**src/hdl/sha256_stream_hasher_top_assert.svh**
```systemverilog
// ---------------------------------------------------------------------------
// sha256 stream hasher assertion macros
// clocked on i_clk, disabled while i_rst_n is low
// ---------------------------------------------------------------------------
`ifndef SHA256_STREAM_HASHER_TOP_ASSERT_SVH
`define SHA256_STREAM_HASHER_TOP_ASSERT_SVH

// condition implies consequence in the same cycle
`define SHS_ASSERT_NOW(lbl, ante, cons, msg) \
    lbl: assert property (@(posedge i_clk) disable iff (!i_rst_n) (ante) |-> (cons)) \
        else $error(msg);

// condition implies consequence in the next cycle
`define SHS_ASSERT_NEXT(lbl, ante, cons, msg) \
    lbl: assert property (@(posedge i_clk) disable iff (!i_rst_n) (ante) |=> (cons)) \
        else $error(msg);

`endif

```
**src/hdl/shs_pkg.sv**
```systemverilog
`timescale 1ns / 1ps
`default_nettype none
// ---------------------------------------------------------------------------
// shs_pkg
// types, constants and round functions shared by the sha-256 hasher
// ---------------------------------------------------------------------------
package shs_pkg;

    typedef logic [31:0] t_word;
    typedef logic [5:0]  t_idx6;

    localparam int unsigned DIGEST_WORDS = 8;
    localparam int unsigned BYTE_BITS    = 8;

    localparam logic OP_APPEND = 1'b0;
    localparam logic OP_FINISH = 1'b1;

    localparam logic [7:0] PAD_MARK   = 8'h80;
    localparam t_idx6      FILL_LAST  = 6'd63;
    localparam t_idx6      LEN_START  = 6'd56;
    localparam t_idx6      ROUND_LAST = 6'd63;

    localparam t_word IV_TABLE [DIGEST_WORDS] = '{
        32'h6a09e667, 32'hbb67ae85, 32'h3c6ef372, 32'ha54ff53a,
        32'h510e527f, 32'h9b05688c, 32'h1f83d9ab, 32'h5be0cd19
    };

    localparam t_word K_TABLE [64] = '{
        32'h428a2f98, 32'h71374491, 32'hb5c0fbcf, 32'he9b5dba5,
        32'h3956c25b, 32'h59f111f1, 32'h923f82a4, 32'hab1c5ed5,
        32'hd807aa98, 32'h12835b01, 32'h243185be, 32'h550c7dc3,
        32'h72be5d74, 32'h80deb1fe, 32'h9bdc06a7, 32'hc19bf174,
        32'he49b69c1, 32'hefbe4786, 32'h0fc19dc6, 32'h240ca1cc,
        32'h2de92c6f, 32'h4a7484aa, 32'h5cb0a9dc, 32'h76f988da,
        32'h983e5152, 32'ha831c66d, 32'hb00327c8, 32'hbf597fc7,
        32'hc6e00bf3, 32'hd5a79147, 32'h06ca6351, 32'h14292967,
        32'h27b70a85, 32'h2e1b2138, 32'h4d2c6dfc, 32'h53380d13,
        32'h650a7354, 32'h766a0abb, 32'h81c2c92e, 32'h92722c85,
        32'ha2bfe8a1, 32'ha81a664b, 32'hc24b8b70, 32'hc76c51a3,
        32'hd192e819, 32'hd6990624, 32'hf40e3585, 32'h106aa070,
        32'h19a4c116, 32'h1e376c08, 32'h2748774c, 32'h34b0bcb5,
        32'h391c0cb3, 32'h4ed8aa4a, 32'h5b9cca4f, 32'h682e6ff3,
        32'h748f82ee, 32'h78a5636f, 32'h84c87814, 32'h8cc70208,
        32'h90befffa, 32'ha4506ceb, 32'hbef9a3f7, 32'hc67178f2
    };

    // source of the byte pushed into the block
    typedef enum logic [1:0] {
        BSEL_INPUT = 2'd0,
        BSEL_MARK  = 2'd1,
        BSEL_ZERO  = 2'd2,
        BSEL_LEN   = 2'd3
    } t_bsel;

    typedef struct packed {
        logic  push;
        t_bsel bsel;
        logic  bits_add;
        logic  load_vars;
        logic  round;
        t_idx6 rnd_idx;
        logic  update;
        logic  emit;
    } t_cmd;

    typedef struct packed {
        t_idx6 fill;
        logic  out_busy;
    } t_sts;

    function automatic t_word big_sigma0(input t_word x);
        return {x[1:0], x[31:2]} ^ {x[12:0], x[31:13]} ^ {x[21:0], x[31:22]};
    endfunction

    function automatic t_word big_sigma1(input t_word x);
        return {x[5:0], x[31:6]} ^ {x[10:0], x[31:11]} ^ {x[24:0], x[31:25]};
    endfunction

    function automatic t_word small_sigma0(input t_word x);
        return {x[6:0], x[31:7]} ^ {x[17:0], x[31:18]} ^ {3'b000, x[31:3]};
    endfunction

    function automatic t_word small_sigma1(input t_word x);
        return {x[16:0], x[31:17]} ^ {x[18:0], x[31:19]} ^ {10'b0, x[31:10]};
    endfunction

endpackage
`default_nettype wire

```
**src/hdl/shs_in_if.sv**
```systemverilog
`timescale 1ns / 1ps
`default_nettype none
// ---------------------------------------------------------------------------
// shs_in_if
// input channel: one op and one message byte per transfer
// ---------------------------------------------------------------------------
interface shs_in_if;
    logic       valid;
    logic       ready;
    logic       op;
    logic [7:0] data_byte;

    modport source (output valid, output op, output data_byte, input ready);
    modport sink   (input valid, input op, input data_byte, output ready);
endinterface
`default_nettype wire

```
**src/hdl/shs_out_if.sv**
```systemverilog
`timescale 1ns / 1ps
`default_nettype none
// ---------------------------------------------------------------------------
// shs_out_if
// output channel: one digest word per transfer
// ---------------------------------------------------------------------------
interface shs_out_if;
    logic        valid;
    logic        ready;
    logic [31:0] digest_word;
    logic        word_last;

    modport source (output valid, output digest_word, output word_last, input ready);
    modport sink   (input valid, input digest_word, input word_last, output ready);
endinterface
`default_nettype wire

```
**src/hdl/shs_datapath.sv**
```systemverilog
`timescale 1ns / 1ps
`default_nettype none
// ---------------------------------------------------------------------------
// shs_datapath
// block window, message schedule, round logic, chain value and digest buffer
// ---------------------------------------------------------------------------
module shs_datapath
    import shs_pkg::*;
(
    input  wire logic        i_clk,
    input  wire logic        i_rst_n,
    input  wire t_cmd        i_cmd,
    output t_sts             o_sts,
    input  wire logic [7:0]  i_data_byte,
    output logic             o_out_valid,
    input  wire logic        i_out_ready,
    output logic [31:0]      o_digest_word,
    output logic             o_word_last
);

    // 64-byte block as a shift line; the oldest word sits at the top
    logic [511:0] r_msg;
    t_idx6        r_fill;
    logic [63:0]  r_bits;
    t_word        r_chain [DIGEST_WORDS];
    t_word        r_var   [DIGEST_WORDS];
    t_word        r_dig   [DIGEST_WORDS];
    logic [3:0]   r_ocnt;

    logic [7:0] push_byte;
    t_word      w_cur;
    t_word      w_new;
    t_word      t1;
    t_word      t2;
    t_word      ch;
    t_word      maj;
    t_word      sum [DIGEST_WORDS];
    logic       out_xfer;

    always_comb begin
        case (i_cmd.bsel)
            BSEL_INPUT: push_byte = i_data_byte;
            BSEL_MARK:  push_byte = PAD_MARK;
            BSEL_ZERO:  push_byte = 8'h00;
            BSEL_LEN:   push_byte = r_bits[{~r_fill[2:0], 3'b000} +: 8];
            default:    push_byte = 8'h00;
        endcase
    end

    // schedule: w[i] from w[i-16], w[i-15], w[i-7], w[i-2]
    assign w_cur = r_msg[511 -: 32];
    assign w_new = small_sigma1(r_msg[63 -: 32]) + r_msg[223 -: 32]
                 + small_sigma0(r_msg[479 -: 32]) + w_cur;

    assign ch  = (r_var[4] & r_var[5]) ^ (~r_var[4] & r_var[6]);
    assign maj = (r_var[0] & r_var[1]) ^ (r_var[0] & r_var[2]) ^ (r_var[1] & r_var[2]);
    assign t1  = r_var[7] + big_sigma1(r_var[4]) + ch + K_TABLE[i_cmd.rnd_idx] + w_cur;
    assign t2  = big_sigma0(r_var[0]) + maj;

    always_comb begin
        for (int i = 0; i < DIGEST_WORDS; i++) begin
            sum[i] = r_chain[i] + r_var[i];
        end
    end

    assign out_xfer = o_out_valid && i_out_ready;

    // control state
    always_ff @(posedge i_clk) begin
        if (!i_rst_n) begin
            r_fill <= '0;
            r_bits <= '0;
            r_ocnt <= '0;
            for (int i = 0; i < DIGEST_WORDS; i++) begin
                r_chain[i] <= IV_TABLE[i];
            end
        end else begin
            if (i_cmd.push) begin
                r_fill <= r_fill + 6'd1;
            end
            if (i_cmd.emit) begin
                r_bits <= '0;
            end else if (i_cmd.bits_add) begin
                r_bits <= r_bits + 64'(BYTE_BITS);
            end
            if (i_cmd.update) begin
                for (int i = 0; i < DIGEST_WORDS; i++) begin
                    r_chain[i] <= i_cmd.emit ? IV_TABLE[i] : sum[i];
                end
            end
            if (i_cmd.emit) begin
                r_ocnt <= 4'(DIGEST_WORDS);
            end else if (out_xfer) begin
                r_ocnt <= r_ocnt - 4'd1;
            end
        end
    end

    // payload
    always_ff @(posedge i_clk) begin
        if (i_cmd.push) begin
            r_msg <= {r_msg[503:0], push_byte};
        end else if (i_cmd.round) begin
            r_msg <= {r_msg[479:0], w_new};
        end
        if (i_cmd.load_vars) begin
            r_var <= r_chain;
        end else if (i_cmd.round) begin
            r_var[0] <= t1 + t2;
            r_var[1] <= r_var[0];
            r_var[2] <= r_var[1];
            r_var[3] <= r_var[2];
            r_var[4] <= r_var[3] + t1;
            r_var[5] <= r_var[4];
            r_var[6] <= r_var[5];
            r_var[7] <= r_var[6];
        end
        if (i_cmd.emit) begin
            r_dig <= sum;
        end else if (out_xfer) begin
            for (int i = 0; i < DIGEST_WORDS - 1; i++) begin
                r_dig[i] <= r_dig[i + 1];
            end
        end
    end

    assign o_sts.fill     = r_fill;
    assign o_sts.out_busy = (r_ocnt != '0);
    assign o_out_valid    = (r_ocnt != '0);
    assign o_digest_word  = r_dig[0];
    assign o_word_last    = (r_ocnt == 4'd1);

endmodule
`default_nettype wire

```
**src/hdl/shs_ctrl.sv**
```systemverilog
`timescale 1ns / 1ps
`default_nettype none
// ---------------------------------------------------------------------------
// shs_ctrl
// sequencer for byte loading, padding, rounds and chain update
// ---------------------------------------------------------------------------
module shs_ctrl
    import shs_pkg::*;
(
    input  wire logic i_clk,
    input  wire logic i_rst_n,
    input  wire logic i_in_valid,
    input  wire logic i_in_op,
    output logic      o_in_ready,
    input  wire t_sts i_sts,
    output t_cmd      o_cmd
);

`include "sha256_stream_hasher_top_assert.svh"

    typedef enum logic [3:0] {
        ST_IDLE   = 4'b0001,
        ST_PAD    = 4'b0010,
        ST_ROUND  = 4'b0100,
        ST_UPDATE = 4'b1000
    } t_state;

    t_state r_state;
    t_state n_state;
    t_idx6  r_rcnt;
    t_idx6  n_rcnt;
    logic   r_fin;
    logic   n_fin;
    // length goes into a second padding block
    logic   r_two;
    logic   n_two;
    t_cmd   cmd;
    logic   in_ready;

    always_comb begin
        n_state  = r_state;
        n_rcnt   = r_rcnt;
        n_fin    = r_fin;
        n_two    = r_two;
        cmd      = '0;
        cmd.bsel = BSEL_INPUT;
        in_ready = 1'b0;
        case (r_state)
            ST_IDLE: begin
                in_ready = !((i_in_op == OP_FINISH) && i_sts.out_busy);
                if (i_in_valid && in_ready) begin
                    cmd.push = 1'b1;
                    if (i_in_op == OP_APPEND) begin
                        cmd.bits_add = 1'b1;
                    end else begin
                        cmd.bsel = BSEL_MARK;
                        n_fin    = 1'b1;
                        n_two    = (i_sts.fill >= LEN_START);
                    end
                    if (i_sts.fill == FILL_LAST) begin
                        cmd.load_vars = 1'b1;
                        n_rcnt        = '0;
                        n_state       = ST_ROUND;
                    end else if (i_in_op == OP_FINISH) begin
                        n_state = ST_PAD;
                    end
                end
            end
            ST_PAD: begin
                cmd.push = 1'b1;
                cmd.bsel = ((i_sts.fill >= LEN_START) && !r_two) ? BSEL_LEN : BSEL_ZERO;
                if (i_sts.fill == FILL_LAST) begin
                    cmd.load_vars = 1'b1;
                    n_rcnt        = '0;
                    n_state       = ST_ROUND;
                end
            end
            ST_ROUND: begin
                cmd.round   = 1'b1;
                cmd.rnd_idx = r_rcnt;
                n_rcnt      = r_rcnt + 6'd1;
                if (r_rcnt == ROUND_LAST) begin
                    n_state = ST_UPDATE;
                end
            end
            ST_UPDATE: begin
                cmd.update = 1'b1;
                if (!r_fin) begin
                    n_state = ST_IDLE;
                end else if (r_two) begin
                    n_two   = 1'b0;
                    n_state = ST_PAD;
                end else begin
                    cmd.emit = 1'b1;
                    n_fin    = 1'b0;
                    n_state  = ST_IDLE;
                end
            end
            default: begin
                n_state = ST_IDLE;
            end
        endcase
    end

    always_ff @(posedge i_clk) begin
        if (!i_rst_n) begin
            r_state <= ST_IDLE;
            r_rcnt  <= '0;
            r_fin   <= 1'b0;
            r_two   <= 1'b0;
        end else begin
            r_state <= n_state;
            r_rcnt  <= n_rcnt;
            r_fin   <= n_fin;
            r_two   <= n_two;
        end
    end

    assign o_cmd      = cmd;
    assign o_in_ready = in_ready;

    `SHS_ASSERT_NEXT(a_rounds_end, (r_state == ST_ROUND) && (r_rcnt == ROUND_LAST), r_state == ST_UPDATE, "compression did not stop after the last round")
    `SHS_ASSERT_NOW(a_load_on_wrap, cmd.load_vars, cmd.push && (i_sts.fill == FILL_LAST), "compression started without a full block")
    `SHS_ASSERT_NOW(a_emit_clean, cmd.emit, !i_sts.out_busy && (i_sts.fill == '0), "digest emitted over a busy buffer or partial block")
    `SHS_ASSERT_NEXT(a_finish_marks, (r_state == ST_IDLE) && i_in_valid && in_ready && (i_in_op == OP_FINISH), r_fin, "finish transfer not tracked")

endmodule
`default_nettype wire

```
**src/hdl/sha256_stream_hasher_top.sv**
```systemverilog
`timescale 1ns / 1ps
`default_nettype none
// ---------------------------------------------------------------------------
// sha256_stream_hasher_top
// streaming sha-256: bytes in, eight digest words out per message
// ---------------------------------------------------------------------------
//  port    dir  payload                         per transfer
//  i_in    in   op, data_byte                   append one byte or finish
//  o_out   out  digest_word, word_last          one digest word, H0 first
//
//  a byte is taken while the sequencer is idle; the 64th byte of a block starts 64
//  rounds of the shared round unit, then one chain update
//  finish: padding bytes go in one per cycle up to the block end, then one or
//  two compressions; the digest then drains from its own buffer
//  new message bytes are taken while the digest drains; a finish waits for it
//  synchronous active-low reset loads the initial hash words, no clearing pass
// ---------------------------------------------------------------------------
module sha256_stream_hasher_top
    import shs_pkg::*;
(
    input  wire logic   i_clk,
    input  wire logic   i_rst_n,
    shs_in_if.sink      i_in,
    shs_out_if.source   o_out
);

    t_cmd cmd;
    t_sts sts;

    shs_ctrl u_ctrl (
        .i_clk      (i_clk),
        .i_rst_n    (i_rst_n),
        .i_in_valid (i_in.valid),
        .i_in_op    (i_in.op),
        .o_in_ready (i_in.ready),
        .i_sts      (sts),
        .o_cmd      (cmd)
    );

    shs_datapath u_datapath (
        .i_clk         (i_clk),
        .i_rst_n       (i_rst_n),
        .i_cmd         (cmd),
        .o_sts         (sts),
        .i_data_byte   (i_in.data_byte),
        .o_out_valid   (o_out.valid),
        .i_out_ready   (o_out.ready),
        .o_digest_word (o_out.digest_word),
        .o_word_last   (o_out.word_last)
    );

endmodule
`default_nettype wire

```
**src/flat_wrapper.sv**
```systemverilog
// flat-port wrapper written by rule: the top's interface ports become plain ports
module sha256_stream_hasher_top_flat import shs_pkg::*;
  (i_clk, i_rst_n, i_in_valid, i_in_op, i_in_data_byte, i_in_ready, o_out_valid, o_out_digest_word, o_out_word_last, o_out_ready);
  shs_in_if i_in_i ();
  shs_out_if o_out_i ();
  input  wire logic i_clk;
  input  wire logic i_rst_n;
  input wire logic [$bits(i_in_i.valid)-1:0] i_in_valid;
  input wire logic [$bits(i_in_i.op)-1:0] i_in_op;
  input wire logic [$bits(i_in_i.data_byte)-1:0] i_in_data_byte;
  output wire logic [$bits(i_in_i.ready)-1:0] i_in_ready;
  output wire logic [$bits(o_out_i.valid)-1:0] o_out_valid;
  output wire logic [$bits(o_out_i.digest_word)-1:0] o_out_digest_word;
  output wire logic [$bits(o_out_i.word_last)-1:0] o_out_word_last;
  input wire logic [$bits(o_out_i.ready)-1:0] o_out_ready;
  assign i_in_i.valid = i_in_valid;
  assign i_in_i.op = i_in_op;
  assign i_in_i.data_byte = i_in_data_byte;
  assign i_in_ready = i_in_i.ready;
  assign o_out_valid = o_out_i.valid;
  assign o_out_digest_word = o_out_i.digest_word;
  assign o_out_word_last = o_out_i.word_last;
  assign o_out_i.ready = o_out_ready;
  sha256_stream_hasher_top u_core (.i_clk(i_clk), .i_rst_n(i_rst_n), .i_in(i_in_i), .o_out(o_out_i));
endmodule
```
**config.mk**
```make
export PLATFORM = sky130hd
export DESIGN_NAME = sha256_stream_hasher_top_flat
export DESIGN_NICKNAME = d
export VERILOG_FILES = /design/src/hdl/shs_pkg.sv /design/src/hdl/shs_in_if.sv /design/src/hdl/shs_out_if.sv /design/src/hdl/shs_datapath.sv /design/src/hdl/shs_ctrl.sv /design/src/hdl/sha256_stream_hasher_top.sv /design/src/flat_wrapper.sv
export VERILOG_INCLUDE_DIRS = /design/src /design/src/hdl
export SDC_FILE = /design/constraint.sdc
export NUM_CORES = 2
export LEC_CHECK = 0
export BUFFER_PORTS_ARGS = -buffer_cell sky130_fd_sc_hd__buf_2
export CORE_MARGIN = 4
export CORE_UTILIZATION = 40
export CTS_CLUSTER_DIAMETER = 60
export DETAILED_ROUTE_END_ITERATION = 8
export SLEW_MARGIN = 25
export SYNTH_ARGS = -nofsm -noshare
export SYNTH_HDL_FRONTEND = slang
export SYNTH_SLANG_ARGS = --single-unit
```
**constraint.sdc**
```tcl
create_clock -name i_clk -period 15.7 [get_ports i_clk]
set_clock_uncertainty 0.1 [all_clocks]
set_input_delay 0 -clock i_clk [delete_from_list [all_inputs] [get_ports i_clk]]
set_output_delay 0 -clock i_clk [all_outputs]
set_load 0.005 [all_outputs]
```
==> reports/results.ini <==
[outcome]
status = complete, but fails checks
violations = design-rule violations

[floorplan]
die_h_um = 466.0
fp.dieArea_um2 = 217100
core-area_um2 = 207900
pin_count = 48
initial_core_util = 0.4035
die_w_um = 466.0
num_rows = 167

[logic_synthesis]
yosys_warnings = 0
async_flop_share = 0
ys_ff_latch = 1363
netlist_area_um2 = 83890
synth_edf_count = 1024
synth_cells = 9230
synth_nets = 9831
synthFlopType = edfxtp_1
post_synth.cell_area_avg_um2 = 9.089
synth.distinct_cells = 101
ys_seq_area_frac = 0.4474

[sta]
fmax_mhz = 98.57
setup_tns_ps = 0
whs_ps = 79.43
period_share = 0.6462
post-route-min-period_ps = 10150
worst_pin_slew_ps = 1152
final-setup-viol-count = 0
slew_viol_final = 0
rsz0062_at_grt = false
relSlewSlack = 0.2102
final_hold_viol_count = 0

[clocking]
cts_buffers = 164
clk_pin_slew_ps = 60
cts_tree = done
cts_sinks = 1363
cts_root_buf = clkbuf_16
cts_resized = 0
ctsHtreeMaxLevel = 4
cts_max_path_buffers = 3
clock_latency_ps = 850

[finish]
design_area_um2 = 92140
utilization = 0.4432
layout_common_cells = nand2_1 (2826), edfxtp_1 (1024), o21ai_0 (525)
layout_commonest_cell = nand2_1
layout.nets = 9606
syn2layout_area_growth_pct = 9.834
final_layout_size_suffix_gt1_frac = 0.05576

[setup_path]
worstPathMaxFanout = 19
crit_slowest_cell = or4b_2
critPathMaxStageDelay_ps = 660
arrival_ps = 10540
path_class = flip-flop to flip-flop
critPathLaunch = u_core.u_ctrl.r_state[1]
r2r_slack_ps = 5550
rr_startpoint = u_core.u_ctrl.r_state[1]
end_kind = flip-flop
cp.required_ps = 16090
start_kind = flip-flop

[grt]
grt_max_degree = 228
grt_pass1_wl_um = 406500
grt_usage = 0.2447
grt-ovfl-total = 0
antenna_found_initial = 4
grt_pass1_vias = 63770

[placed_design]
portBuffers = 47
dpl_cell_area_um2 = 86330
post-dp-hpwl_um = 194900
gp_congestion = 0.9717

[route]
wl_per_cell_um = 22.85
ant_nets = 0
drcViolationCount = 4
drt_iter0_markers = 6174
num_vias = 65890
drt-vias-per-instance = 5.520
finalWirelength_um = 272800
drtPass1Iterations = 9

[hold_path]
hp-class = input pin to flip-flop
hold_start = i_in_data_byte[3]

[run]
maxCapViolCount = 0

==> path summary, 6_finish.rpt <==
path / to / depth (start not counted)
worst min register to register: u_core.u_datapath.r_chain[0] / 2
worst min-delay path: u_core.u_datapath.r_msg[3] / 4
worst max-delay path: u_core.u_datapath.r_var[255] / 39
worst max register to register: u_core.u_datapath.r_var[255] / 39
==> metal layers <==
metal / GRT usage / share of wire
met5: 0 / 0.00047
met4: 0.1175 / 0.053
met3: 0.02890 / 0.058
met2: 0.3881 / 0.45
met1: 0.3336 / 0.44
==> worst max-delay path: cells and delay by family (launching register included) <==
kind	cells	cell delay (ps)
simple gates	13	2920
compound gates	13	2460
fa+ha+maj	5	2370
buf+inv	6	1210
xor+xnor	2	380
flops	1	340
==> registers in the layout, summed over array words and instances, names as in the netlist, 6 cells and up <==
| signal | count |
|---|---|
| u_core.u_ctrl.r_rcnt | 6 |
| u_core.u_datapath.r_fill | 6 |
| u_core.u_datapath.o_digest_word | 32 |
| u_core.u_datapath.r_dig | 224 |
| u_core.u_datapath.r_chain | 256 |
| u_core.u_datapath.r_var | 256 |
| u_core.u_datapath.r_bits | 61 |
| u_core.u_datapath.r_msg | 512 |
==> Yosys cell counts, types with 19 or more instances <==
library cell | number | area, um^2
a211oi_1 | 47 | 352.8
a21boi_0 | 19 | 142.6
a21o_1 | 189 | 1419
a21oi_1 | 461 | 2307
a22o_1 | 31 | 271.5
a22oi_1 | 45 | 337.8
a31oi_1 | 59 | 369.1
and2_1 | 54 | 337.8
and3_1 | 50 | 312.8
buf_1 | 25 | 93.84
buf_4 | 32 | 240.2
clkbuf_1 | 484 | 1817
dfxtp_1 | 339 | 6787
edfxtp_1 | 1024 | 30750
fa_1 | 195 | 3904
ha_1 | 393 | 4917
inv_1 | 367 | 1378
mux2_2 | 26 | 292.8
mux2i_1 | 31 | 310.3
nand2_1 | 2832 | 10630
nand2b_1 | 71 | 444.2
nand3_1 | 131 | 655.6
nand4_1 | 37 | 231.5
nor2_1 | 356 | 1336
nor2b_1 | 94 | 588.1
nor3_1 | 61 | 305.3
o211ai_1 | 104 | 780.8
o21a_1 | 62 | 465.5
o21ai_0 | 526 | 2633
o21ai_1 | 23 | 115.1
o21bai_1 | 53 | 397.9
o31ai_1 | 22 | 165.2
or3_1 | 39 | 244.0
xnor2_1 | 408 | 3573
xor2_1 | 238 | 2085
==> stage by stage <==
stage / worst slack [ps] / std cells
after floorplan: 1699 / 9230
after global placement: 5752 / 11610
after detailed placement: 5743 / 11610
after CTS: 5656 / 11930
after global routing: 4961 / 11940
final: 5555 / 11940
==> layout make-up <==
cell class | count | area [um^2]
flip-flops and latches | 1363 | 37540
multi-input cells | 6950 | 42900
well taps | 2788 | 3488
inverters | 371 | 1398
clock buffers | 219 | 4482
repair buffers | 155 | 1261
fillers | 19900 | 115800
clock inverters | 88 | 1074
diodes | 2 | 5.005
==> cells by family after synthesis <==
logic type / Yosys count / share of synthesized area
AND/OR/NAND/NOR: 3802 / 0.1872
AO/OA/AOI/OAI: 1840 / 0.1390
flip-flops: 1363 / 0.4474
buffers and inverters: 917 / 0.04253
XOR/XNOR: 646 / 0.06744
adder cells (fa/ha/maj): 591 / 0.1055
multiplexers: 71 / 0.01095
==> what timing repair did <==
action	in CTS	in global routing
hold buffers	16	0
buffers inserted	0	0
endpoints found under the hold margin	126	0
Power is left out: the tool's default activity adds up to more than one toggle a clock period on the data nets, which glitch-free logic cannot reach.
